<file path="src/hdl/assert_macros.svh">
// Concurrent assertion helpers
`ifndef ASSERT_MACROS_SVH
`define ASSERT_MACROS_SVH

// same-cycle implication
`define ASSERT_IMPL(lbl, clk, rst_n, ante, cons, msg) \
	lbl: assert property (@(posedge clk) disable iff (!rst_n) (ante) |-> (cons)) \
		else $error(msg);

// next-cycle implication
`define ASSERT_NEXT(lbl, clk, rst_n, ante, cons, msg) \
	lbl: assert property (@(posedge clk) disable iff (!rst_n) (ante) |=> (cons)) \
		else $error(msg);

`endif

</file>
<file path="src/hdl/lpf_pkg.sv">
`timescale 1ns / 1ps
`default_nettype none
package lpf_pkg;
	localparam int MAX_LEN = 512;
	localparam int MAX_OUT = 64;
	localparam int AW = $clog2(MAX_LEN);
	localparam int LW = $clog2(MAX_LEN + 1);
	localparam int CW = LW + 1;
	localparam int KW = 7;
	localparam int PL_W = 10;
	localparam int SP_W = 9;
	localparam int FQ_DEPTH = 4;
	localparam int FQ_AW = $clog2(FQ_DEPTH);

	typedef struct packed {
		logic [7:0] char_code;
		logic       is_last;
	} in_word_t;

	typedef struct packed {
		logic [PL_W-1:0] pal_length;
		logic [SP_W-1:0] start_pos;
		logic            last_of_run;
		logic            word_truncated;
		logic            list_overflow;
	} out_word_t;

	typedef struct packed {
		logic     valid;
		in_word_t word;
	} link_t;
endpackage
`default_nettype wire

</file>
<file path="src/hdl/lpf_front.sv">
`timescale 1ns / 1ps
`default_nettype none
module lpf_front import lpf_pkg::*; (
	input  wire logic     clk,
	input  wire logic     arst_n,
	input  wire logic     push,
	output logic          full,
	input  wire in_word_t item,
	output link_t         link,
	input  wire logic     take
);
	in_word_t          q_q [FQ_DEPTH];
	logic [FQ_AW-1:0]  wp_q, rp_q;
	logic [FQ_AW:0]    cnt_q;
	logic              do_push, do_pop;

	assign full = (cnt_q == (FQ_AW+1)'(FQ_DEPTH));
	assign do_push = push && !full;
	assign do_pop = take && (cnt_q != '0);
	assign link.valid = (cnt_q != '0);
	assign link.word = q_q[rp_q];

	always_ff @(posedge clk) begin
		if (do_push) begin
			q_q[wp_q] <= item;
		end
	end

	always_ff @(posedge clk or negedge arst_n) begin
		if (!arst_n) begin
			wp_q <= '0;
			rp_q <= '0;
			cnt_q <= '0;
		end else begin
			if (do_push) begin
				wp_q <= wp_q + 1'b1;
			end
			if (do_pop) begin
				rp_q <= rp_q + 1'b1;
			end
			cnt_q <= cnt_q + (FQ_AW+1)'(do_push) - (FQ_AW+1)'(do_pop);
		end
	end
endmodule
`default_nettype wire

</file>
<file path="config.mk">
export PLATFORM = sky130hd
export DESIGN_NAME = lpf_front
export DESIGN_NICKNAME = d
export VERILOG_FILES = /design/src/hdl/assert_macros.svh /design/src/hdl/lpf_pkg.sv /design/src/hdl/lpf_front.sv
export SDC_FILE = /design/constraint.sdc
export NUM_CORES = 1
export LEC_CHECK = 0
export BUFFER_PORTS_ARGS = -buffer_cell sky130_fd_sc_hd__buf_2
export CORE_MARGIN = 2
export CORE_UTILIZATION = 55
export CTS_CLUSTER_DIAMETER = 40
export CTS_CLUSTER_SIZE = 30
export DETAILED_ROUTE_END_ITERATION = 6
export PLACE_DENSITY = 0.75
export RECOVER_POWER = 50
export SLEW_MARGIN = 10
export SYNTH_ARGS = -nofsm -noshare
export SYNTH_HDL_FRONTEND = slang
export SYNTH_SLANG_ARGS = --single-unit
</file>
<file path="constraint.sdc">
create_clock -name clk -period 2.3 [get_ports clk]
set_input_delay 0.69 -clock clk [delete_from_list [all_inputs] [get_ports clk]]
set_output_delay 0.69 -clock clk [all_outputs]
set_load 0.01 [all_outputs]
</file>
== Word level (Yosys, flattened, before mapping) ==
Memory sizes are Yosys's and may differ from the RTL's.
Index checks and enable logic that the tools add are counted.

* Add/subtract/negate cells: 4
* Equality and inequality tests: 1
* Multiplexer cells: 2
* Reductions and logical operators: 4

{| class="wikitable"
|+ Operator list
! cell !! number
|-
| adder 2 x 1 -> 2 bit (second input constant) || 2
|-
| adder 3 x 1 -> 3 bit || 1
|-
| == test 3 bit (second input constant) || 1
|-
| nonzero test 3 bit || 1
|-
| subtractor 3 x 1 -> 3 bit || 1
|-
| logical AND 1 bit || 2
|-
| two-way mux 1 bit || 2
|-
| logical NOT 1 bit || 1
|}

* Register bits after elaboration: 7
* RAM bits: 36
* Input port bits: 13
* Output and inout bits: 11
* Logic and storage cells: 15
* Memories kept: 1

{| class="wikitable"
|+ Memories
! memory !! depth !! bits a word !! rd ports !! clocked after memory_dff !! write ports !! line !! RTL
|-
| q_q || 4 || 9 || 1 || 0 || 1 || lpf_front.sv:12 || <nowiki>in_word_t q_q [FQ_DEPTH];</nowiki>
|}

== Logic depth before layout (Yosys ltp) ==
* Word-level depth: 5
* Depth in mapped cells: 9

== Worst setup path after synthesis ==
OpenSTA, ideal clock, no wires.

* Kind: register -> register
* From: reg cnt_q[1]
* To: reg cnt_q[2]
* Setup time: 0.128 ns
* Arrival: 2.000 ns
* Data required time: 2.172 ns
* Path slack: 0.172 ns
* Cell stages (with the launch flop): 10
* Buffers on the path: 0
* Clock period less this slack: 2.128 ns
* Cells stage by stage: dfrtp_1 or3b_4 nand2_1 ha_1 inv_1 ha_1 inv_1 fa_1 xnor2_1 xnor2_1

* Longest elaborated chain between the ends: 5

{| class="wikitable"
|+ Ends and longest elaborated chain
! item !! line !! RTL
|-
| start: declaration || lpf_front.sv:14 || <nowiki>logic [FQ_AW:0] cnt_q;</nowiki>
|-
| start signal: assignment || lpf_front.sv:41 || <nowiki>cnt_q <= cnt_q + (FQ_AW+1)'(do_push) - (FQ_AW+1)'(do_pop);</nowiki>
|-
| == test 3 bit || lpf_front.sv:17 || <nowiki>assign full = (cnt_q == (FQ_AW+1)'(FQ_DEPTH));</nowiki>
|-
| logical NOT 1 bit || lpf_front.sv:18 || <nowiki>assign do_push = push && !full;</nowiki>
|-
| logical AND 1 bit || lpf_front.sv:18 ||
|-
| adder 3 x 1 -> 3 bit || lpf_front.sv:41 ||
|-
| subtractor 3 x 1 -> 3 bit (*) || lpf_front.sv:41 ||
|}

Every way passes the cells marked *; elsewhere a longest branch is shown, timed or not.
A chain may end at the register's enable or synchronous reset.

==> results.ini <==
[logic_synthesis]
synth_area_leaders=edfxtp_1, mux4_2, dfrtp_1
synth.distinct_cells=20
synth_area_per_cell_um2=19.89
synth_nets=108
async_flop_share=0.1628
ys_seq_area_frac=0.7177
synth_cells=88
ys_warn_count=0
synth_top_area_share=0.6176
synth-edff-count=36
netlist_area_mm2=0.001750
yosys_most_used_dff=edfxtp_1
yosys.area.top_type=edfxtp_1
ys_ff_latch=43

[grt]
grt_pass1_vias=955
antenna_found_initial=0
overflow=0
grt_start_max_net_pins=13
grt_use_total=0.1876
grt_pass1_wl_mm=4.554

[setup_path]
critPathMaxFanout=6
r2r_start=cnt_q[0]
ff2ff_setup_slack_ps=80
critPathCaptureType=output pin
startpoint=rp_q[0]
critical_path.endpoint=link[6]
start_kind=flip-flop
critPathRequiredTime_ps=1610
regToRegEndpoint=cnt_q[2]
crit_type=flip-flop to output pin
critPathArrivalTime_ps=1560
reg2regPathDepth=9

[cells_and_area]
nets=142
fillers=217
area_growth_pct=15.94
diodes=0
layout-drive-gt1-share=0.3361

[timing]
setup_violations=0
hold_viol=0
rsz0062_at_grt=yes
drv_slew=0
setup_slack_ps=51.63
fin_crit_ps=2248
slew_headroom=0.6712
finalCritPeriodShare=0.9776
tightest_slew_ps=493.2
clock.fmax_ghz=0.4448
clock_skew_ps=8.949

[pwr]
pwr-share-seq=0.477
p_sw_frac=0.3198
powerDensity_mw_per_mm2=1235
p_int_w=0.001704
leakage_nw=0.7435
combPwrFrac=0.390
clockPowerShare=0.133
power_w=0.002506
switchingPower_w=0.0008013
ir_drop_mv=0.6559

[floorplanning]
ios=24
fp.dieArea_mm2=0.003650
start_util=0.5781
core_area_mm2=0.003028
die_w_um=60.42
rows=20
die_h_um=60.42

[run_status]
status=finished, final reports clean

[cts]
cts_root_buf=clkbuf_4
numCtsBuffers=5
cts_tree=done
path_clk_slew_ps=110
clockBufferDepth=2
cts_max_level=2
cts_sinks=43
hold_buffers=0
clkLatencyLatePin_ps=350

[job]
cap_violations=0

[routing]
post_drt_wl_per_cell_um=17.23
first_pass_iters=4
drt_wl_total_mm=2.860
drc_errors=0
num_vias=894
drtIter0Drc=26
antenna_left=0
viasPerCell=5.386

[hold_path]
hp-class=input port to async pin

[placement]
pre_cts_slack_ps=61.67
numPortBuffers=23
hpwl_mm=1.978
gp_congestion=0.6847

==> worst max-delay path, cell delays in order (launching register included) <==
cell,delay (ps)
dfrtp_1,390
buf_6,150
mux4_2,520
buf_6,140
==> state kept, by name (all words and copies together) (netlist names) <==
signal / cells
rp_q: 2
wp_q: 2
cnt_q: 3
q_q: 36
==> synth_stat cells, types with 2 or more instances <==
| master | number |
|---|---|
| edfxtp_1 | 36 |
| mux4_2 | 9 |
| dfrtp_1 | 7 |
| ha_1 | 6 |
| inv_1 | 5 |
| and3_1 | 4 |
| nand2b_1 | 3 |
| xnor2_1 | 3 |
| nand2_1 | 2 |
| nand4bb_1 | 2 |
| o211ai_1 | 2 |
==> cells in the final DEF, fill, tap and decap left out, types with 2 or more instances in the layout <==
master,count
buf_6,7
buf_2,8
ha_1,6
and3_1,4
dfrtp_1,4
nand2b_1,3
xnor2_1,3
o211ai_1,2
nand4bb_1,2
mux4_2,9
clkbuf_4,5
nand2_1,2
edfxtp_1,36
clkbuf_1,10
buf_4,4
dfrtp_2,3
inv_1,5
==> per-stage QoR <==
step / cells / hold slack (ps) / TNS, ps / utilization / cell area [um^2]
after floorplan: 88 / 394.4 / 0 / - / 1750
after global placement: 156 / 528.0 / 0 / 0.6376 / 1931
after detailed placement: 156 / 530.2 / 0 / 0.6376 / 1931
after CTS: 163 / 140.4 / 0 / 0.6529 / 1977
after global routing: 166 / 217.8 / -78.46 / 0.6702 / 2029
final: 166 / 215.2 / 0 / 0.6702 / 2029
==> cell families (layout without fill, tap and decap cells) <==
group / after synthesis / count (layout) / share of synthesized area
adder cells (fa/ha/maj): 7 / 7 / 0.05432
AO/OA/AOI/OAI: 4 / 4 / 0.01930
XOR/XNOR: 4 / 4 / 0.02002
multiplexers: 9 / 9 / 0.1158
flip-flops: 43 / 43 / 0.7177
buffers and inverters: 8 / 42 / 0.02001
AND/OR/NAND/NOR: 13 / 13 / 0.05290
==> worst min path at each step <==
stage | to | slack, ps | cells past startpoint
2_1_floorplan | cnt_q[0] | 390 | 0
3_3_place_gp | rp_q[1] | 530 | 1
3_5_place_dp | rp_q[1] | 530 | 1
4_1_cts | rp_q[1] | 140 | 1
5_1_grt | cnt_q[1] | 220 | 1
6_report | rp_q[0] | 220 | 1
==> power groups by stage <==
stage | sequential, W | combinational [W] | clock [W]
6_report | 0.00120 | 0.000976 | 0.000334
5_1_grt | 0.00122 | 0.00108 | 0.000381
4_1_cts | 0.00119 | 0.000869 | 0.000342
3_5_place_dp | 0.00121 | 0.000868 | 0
3_3_place_gp | 0.00119 | 0.000826 | 0
2_1_floorplan | 0.00115 | 0.000613 | 0
==> area by class of cell <==
cell class | count | area (um^2) | area share
flip-flops and latches | 43 | 1260 | 0.6208
clock buffers | 5 | 37.54 | 0.01850
clock inverters | 2 | 8.758 | 0.004316
multi-input cells | 37 | 459.2 | 0.2263
repair buffers | 29 | 186.4 | 0.09186
inverters | 6 | 22.52 | 0.01110
well taps | 44 | 55.05 | 0.02713
==> repair_timing <==
action / 4_1_cts / 5_1_grt
buffers inserted: 0 / 3
setup endpoints to repair: 0 / 10
resized for setup: 0 / 10
==> metal layers <==
| layer | routed length, um | vias up | GRT usage |
|---|---|---|---|
| li1 | - | 414 | - |
| met4 | 57 | 0 | 0.08385 |
| met1 | 1183 | 453 | 0.2185 |
| met5 | 0 | - | 0 |
| met3 | 125 | 6 | 0.06397 |
| met2 | 1494 | 21 | 0.3183 |
Power figures use the tool's default switching activity.
